==> src/hw/rtl/assert_macros.svh <==
// Assertion macros shared by the particle update RTL
`ifndef ASSERT_MACROS_SVH
`define ASSERT_MACROS_SVH

// Same-cycle implication, disabled while reset is high
`define PRLPU_ASSERT_NOW(lbl, clk, rst, ante, cons, msg) \
   lbl: assert property (@(posedge clk) disable iff (rst) (ante) |-> (cons)) else $error(msg);

// Next-cycle implication, disabled while reset is high
`define PRLPU_ASSERT_NEXT(lbl, clk, rst, ante, cons, msg) \
   lbl: assert property (@(posedge clk) disable iff (rst) (ante) |=> (cons)) else $error(msg);

`endif

==> src/hw/rtl/prlpu_pkg.sv <==
// Shared types and constants of the particle velocity and position update
package prlpu_pkg;

   localparam int DATA_W        = 32;
   localparam int LIMIT_W       = 31;
   localparam int RAND_W        = 16;
   localparam int CSR_IDX_W     = 2;
   localparam int CSR_DATA_W    = 32;
   localparam int FRAC_BITS_DEF = 16;
   localparam int RAND_BITS_DEF = 16;

   // register indexes
   localparam logic [CSR_IDX_W-1:0] REG_INERTIA   = 2'd0;
   localparam logic [CSR_IDX_W-1:0] REG_COGNITIVE = 2'd1;
   localparam logic [CSR_IDX_W-1:0] REG_SOCIAL    = 2'd2;
   localparam logic [CSR_IDX_W-1:0] REG_VLIMIT    = 2'd3;

   // register reset values
   localparam logic [DATA_W-1:0]  INERTIA_RST   = 32'd58982;
   localparam logic [DATA_W-1:0]  COGNITIVE_RST = 32'd65536;
   localparam logic [DATA_W-1:0]  SOCIAL_RST    = 32'd65536;
   localparam logic [LIMIT_W-1:0] VLIMIT_RST    = 31'd6554;

   typedef struct packed {
      logic [DATA_W-1:0]  inertia_weight;
      logic [DATA_W-1:0]  cognitive_gain;
      logic [DATA_W-1:0]  social_gain;
      logic [LIMIT_W-1:0] velocity_limit;
   } cfg_type;

   // fields the position stages need, carried along the velocity stages (which also read position)
   typedef struct packed {
      logic [DATA_W-1:0]  position;
      logic               is_first;
      logic [DATA_W-1:0]  prev_position;
      logic [DATA_W-1:0]  window_low;
      logic [DATA_W-1:0]  window_high;
      logic [LIMIT_W-1:0] rate_limit;
   } side_type;

   typedef struct packed {
      logic [DATA_W-1:0] velocity;
      logic [DATA_W-1:0] personal_best;
      logic [DATA_W-1:0] global_best;
      logic [RAND_W-1:0] rand_cognitive;
      logic [RAND_W-1:0] rand_social;
      side_type          side;
   } vel_in_type;

   typedef struct packed {
      logic [DATA_W-1:0] new_velocity;
      side_type          side;
   } vel_out_type;

   typedef struct packed {
      logic [DATA_W-1:0] new_position;
      logic [DATA_W-1:0] new_velocity;
   } rsp_type;

endpackage

==> src/hw/rtl/prlpu_position.sv <==
// Position stages: move, rate limit against the previous element, box clamp
`include "assert_macros.svh"

module prlpu_position import prlpu_pkg::*; (
   input  logic        clock,
   input  logic        reset,
   input  logic        in_valid,
   output logic        in_ready,
   input  vel_out_type in_word,
   output logic        out_valid,
   input  logic        out_ready,
   output rsp_type     out_word
);

   localparam int POS_W = DATA_W + 2;

   logic en4, en5;
   logic v4_ff, v5_ff;

   assign en5      = !v5_ff || out_ready;
   assign en4      = !v4_ff || en5;
   assign in_ready = en4;

   // stage 4: move and rate limit
   logic signed [POS_W-1:0] nx, dlt, prev_ext, du_ext, rl_in, rl_ff;
   logic signed [POS_W-1:0] lim_hi, lim_lo;
   logic [DATA_W-1:0]       nv4_ff, lo4_ff, hi4_ff, prev4_ff;
   logic [LIMIT_W-1:0]      du4_ff;
   logic                    first4_ff;

   always_comb begin
      prev_ext = POS_W'($signed(in_word.side.prev_position));
      du_ext   = POS_W'($signed({1'b0, in_word.side.rate_limit}));
      nx       = POS_W'($signed(in_word.side.position)) + POS_W'($signed(in_word.new_velocity));
      dlt      = nx - prev_ext;
      rl_in    = nx;
      if (!in_word.side.is_first) begin
         priority if (dlt > du_ext) begin
            rl_in = prev_ext + du_ext;
         end else if (dlt < -du_ext) begin
            rl_in = prev_ext - du_ext;
         end else begin
            rl_in = nx;
         end
      end
   end

   always_ff @(posedge clock) begin
      if (reset) begin
         v4_ff <= 1'b0;
      end else if (en4) begin
         v4_ff <= in_valid;
      end
   end

   always_ff @(posedge clock) begin
      if (en4) begin
         rl_ff      <= rl_in;
         nv4_ff     <= in_word.new_velocity;
         lo4_ff     <= in_word.side.window_low;
         hi4_ff     <= in_word.side.window_high;
         prev4_ff   <= in_word.side.prev_position;
         du4_ff     <= in_word.side.rate_limit;
         first4_ff  <= in_word.side.is_first;
      end
   end

   // stage 5: clamp to the window, upper bound first
   logic signed [POS_W-1:0]  lo_ext, hi_ext;
   logic        [DATA_W-1:0] np_in, np_ff, nv5_ff;

   always_comb begin
      lo_ext = POS_W'($signed(lo4_ff));
      hi_ext = POS_W'($signed(hi4_ff));
      priority if (rl_ff > hi_ext) begin
         np_in = hi4_ff;
      end else if (rl_ff < lo_ext) begin
         np_in = lo4_ff;
      end else begin
         np_in = rl_ff[DATA_W-1:0];
      end
   end

   always_ff @(posedge clock) begin
      if (reset) begin
         v5_ff <= 1'b0;
      end else if (en5) begin
         v5_ff <= v4_ff;
      end
   end

   always_ff @(posedge clock) begin
      if (en5) begin
         np_ff  <= np_in;
         nv5_ff <= nv4_ff;
      end
   end

   assign out_valid             = v5_ff;
   assign out_word.new_position = np_ff;
   assign out_word.new_velocity = nv5_ff;

   // rate-limited position stays within the step of the previous element
   assign lim_hi = POS_W'($signed(prev4_ff)) + POS_W'($signed({1'b0, du4_ff}));
   assign lim_lo = POS_W'($signed(prev4_ff)) - POS_W'($signed({1'b0, du4_ff}));
   `PRLPU_ASSERT_NOW(a_rate_bound, clock, reset, v4_ff && !first4_ff, (rl_ff <= lim_hi) && (rl_ff >= lim_lo), "rate limit exceeded")

endmodule

==> config.mk <==
export PLATFORM = sky130hd
export DESIGN_NAME = prlpu_position
export DESIGN_NICKNAME = d
export VERILOG_FILES = /design/src/hw/rtl/prlpu_pkg.sv /design/src/hw/rtl/prlpu_position.sv
export VERILOG_INCLUDE_DIRS = /design/src /design/src/hw/rtl
export SDC_FILE = /design/constraint.sdc
export NUM_CORES = 1
export LEC_CHECK = 0
export BUFFER_PORTS_ARGS = -buffer_cell sky130_fd_sc_hd__buf_2
export CORE_MARGIN = 5
export CORE_UTILIZATION = 50
export CTS_CLUSTER_DIAMETER = 60
export DETAILED_ROUTE_END_ITERATION = 8
export PLACE_DENSITY = 0.75
export SLEW_MARGIN = 20
export SYNTH_ARGS = -nofsm -noshare
export SYNTH_HDL_FRONTEND = slang
export SYNTH_SLANG_ARGS = --single-unit
==> constraint.sdc <==
create_clock -name clock -period 14.5 [get_ports clock]
set_clock_uncertainty 0.15 [all_clocks]
set_input_delay 2.9 -clock clock [delete_from_list [all_inputs] [get_ports clock]]
set_output_delay 2.9 -clock clock [all_outputs]
set_load 0.01 [all_outputs]
==> results.md <==
* Status: finished clean
* HPWL after DPL at 40.6 mm
* Clk_lat worst skew at between 0.4 and 0.5 ns
* Commonest non-fill, non-tap cell in the layout: buf_2
* Synth unique cells at 87
* DRC errors left at 0
* Chip Width at 196 um
* Buffers added on ports at roughly 260
* Area grow syn2layout at 13.8%
* Final hold vios at 0
* WS Path Type: in -> reg
* Slew margin rel. at 36.0%
* Final Critical Period at 11.11 ns
* Synth Net Count at roughly 2300
* Gr ovfl total at 0
* Power density cells at 137 mW/mm2
* Tightest Pin Transition at 0.960 ns
* Vias/cell at 5.80
* Fin nets at between 2000 and 3000
* CTS root buffer: clkbuf_16
* Top FF cell, synth: edfxtp_1
* Arrival time at the worst endpoint at between 10 and 15 ns
* Fmax at 0.0900 GHz
* Overall power at 2.69 mW
* Most frequent cells in the layout: 261 x buf_2, 250 x ha_1, 193 x edfxtp_1, 187 x inv_1, 129 x a21oi_1
* CP max-delay cell: nor3_4
* Starting DRT DRC Count at 1282
* Setup TNS at 0 ns
* Via count at 14700
* Ratio of final minimum period to clock period at 76.6%
* Crit path top cell by count: o21ai_0
* CTS Buf Count at 17
* Post-DRT Antenna Nets at 0
* Simple-gate share of the synthesized area at 13.7%
* Main combinational cell family by area after synthesis: compound AO/OA/AOI/OAI gates
* Mux share of post-synthesis cell area at under 10%
* Critical Path Max Stage Delay at 0.72 ns
* Global-route wire length before repair at around 76 mm
* Synth top area cells: edfxtp_1 34%, ha_1 18%, xnor2_1 5.0%
* XOR/XNOR Fraction of Synth Area at 6.94%
* Die height at 196 um
* H-tree Lvls at 4
* Std-Cell Rows at 68
* Max cap viols at 0
* CP startpoint kind: input port
* Routed WL at between 40 and 50 mm
* Die Footprint at ~0.038 mm2
* Sequential element share of the synthesized area at 33.8%
* Ports at 262
* Number of global-route vias before repair at about 14000
* Yosys Warn Count at 0
* CTS resizes at 0
* Largest net degree at the start of global routing at 70
* Synth top area share at 33.6%
* CTS clk-pin slew, worst paths at about 0.07 ns
* CTS tree: yes
* Pleak at 9.07 nW
* Max IR drop VDD at 0.0949 mV
* CP endpoint kind: register
* Post-CTS Setup Inserts at 0
* # hold bufs at CTS at 0
* GRT Resource Usage Total at 24.7%
* Crit path required time at around 14 ns
* Sink Count at 195
* Critical path peak fanout at 23
* Fillers at a little over 3000
* Core Area at between 0.03 and 0.04 mm2
* Clock buffer depth at 2
* Synth Area in Adders at 18.6%
* RePlAce Congestion at 0.981
* Layout cells sized above 1 at 15.9%
* Initial antenna violation count at 6
* Area leader, netlist: edfxtp_1
* Post-synth EDFFs at just under 200
* Ys async rst share at 0%
* Yosys reg bits at 195
* Final Slew Violations at 0
* Post-synthesis compound-gate area fraction at 19.7%
* Mean post-synth cell area at 9.41 um2
* Synth Cell Area at 0.0172 mm2
* Final setup fails at 0
* Synthesized netlist cell count at 1832
* RSZ-0062 raised after global routing: false
* HP Class: reg -> reg
* Starting Density at 50.3%
* Drt first pass iters at 8
* Routed len/inst at 19.3 um
-- cell families (layout without fill, tap and decap cells) --
| logic type | after synthesis | after routing |
|---|---|---|
| AOI/OAI and AO/OA | 514 | 514 |
| xor gates and xnor gates | 135 | 135 |
| adders and majority gates | 254 | 254 |
| buffers and inverters | 234 | 485 |
| DFF | 195 | 195 |
| muxes | 34 | 34 |
| other | 0 | 5 |
| and+or+nand+nor | 466 | 466 |
-- through the flow --
stage / instances / util (%) / hold slack, ns / area (um2) / worst slack (ns)
after detailed placement: 2508 / 55.4 / 0.255 / 19000 / 3.05
after floorplan: 1832 / - / 0.250 / 17200 / 4.68
final: 2543 / 57.2 / 0.258 / 19600 / 3.39
after global routing: 2542 / 57.2 / 0.270 / 19600 / 2.59
after global placement: 2508 / 55.4 / 0.251 / 19000 / 3.30
after CTS: 2538 / 57.2 / 0.263 / 19600 / 3.47
-- where the power goes --
part	internal (mW)	switching [mW]	total [mW]
combinational	0.562	0.787	1.35
clock	0.288	0.200	0.487
sequential	0.772	0.0819	0.854
-- state kept, by name (all words and copies together), names as in the netlist --
name       cells
nv4_ff        32
nv5_ff        32
v4_ff          1
np_ff         32
out_valid      1
hi4_ff        32
rl_ff         33
lo4_ff        32
-- final cells by class --
class                           instances  area [um2]  area share, %
Tap cell                              455         569           2.90
Multi-Input combinational cell       1403       10500           53.7
Timing Repair Buffer                  267        1350           6.89
Antenna cell                            5        12.5         0.0638
Sequential cell                       195        5840           29.7
Clock buffer                           18         429           2.19
Inverter                              188         706           3.60
Clock inverter                         12         180          0.918
-- synthesized netlist by cell type (all sizes together) (29+ instances only) --
cell type  number
a21o           66
a21oi         131
clkbuf         37
edfxtp        193
ha            250
inv           188
mux2i          34
nand2         106
nand2b         33
nand3          33
nand4          29
nor2          128
nor2b          43
nor3           31
o21ai         131
xnor2          99
xor2           35
-- layer usage --
layer  GRT usage (%)  share of wire (%)  up-vias
met5               0              0.033        -
met4            7.21                2.3        4
met3            3.06                6.7       70
met2            41.1                 47      582
met1            34.0                 44     6915
li1                -                  -     7173
-- worst max-delay path, delay by kind of cell --
family,cells,cell delay [ns]
compound gates,20,4.29
simple gates,8,1.85
fa+ha+maj,4,1.06
buf+inv,4,0.65
xor+xnor,2,0.33
-- final timing paths --
kind                            slack, ns  depth (start not counted)         start          to
worst max-delay path                 3.39                         38  in_word[160]    rl_ff[2]
worst min-delay path                 0.26                          0    nv4_ff[10]  nv5_ff[10]
worst max register to register      10.13                         14      rl_ff[1]   np_ff[22]
worst min register to register       0.26                          0    nv4_ff[10]  nv5_ff[10]
No activity file was read; power rests on OpenSTA's default activity.
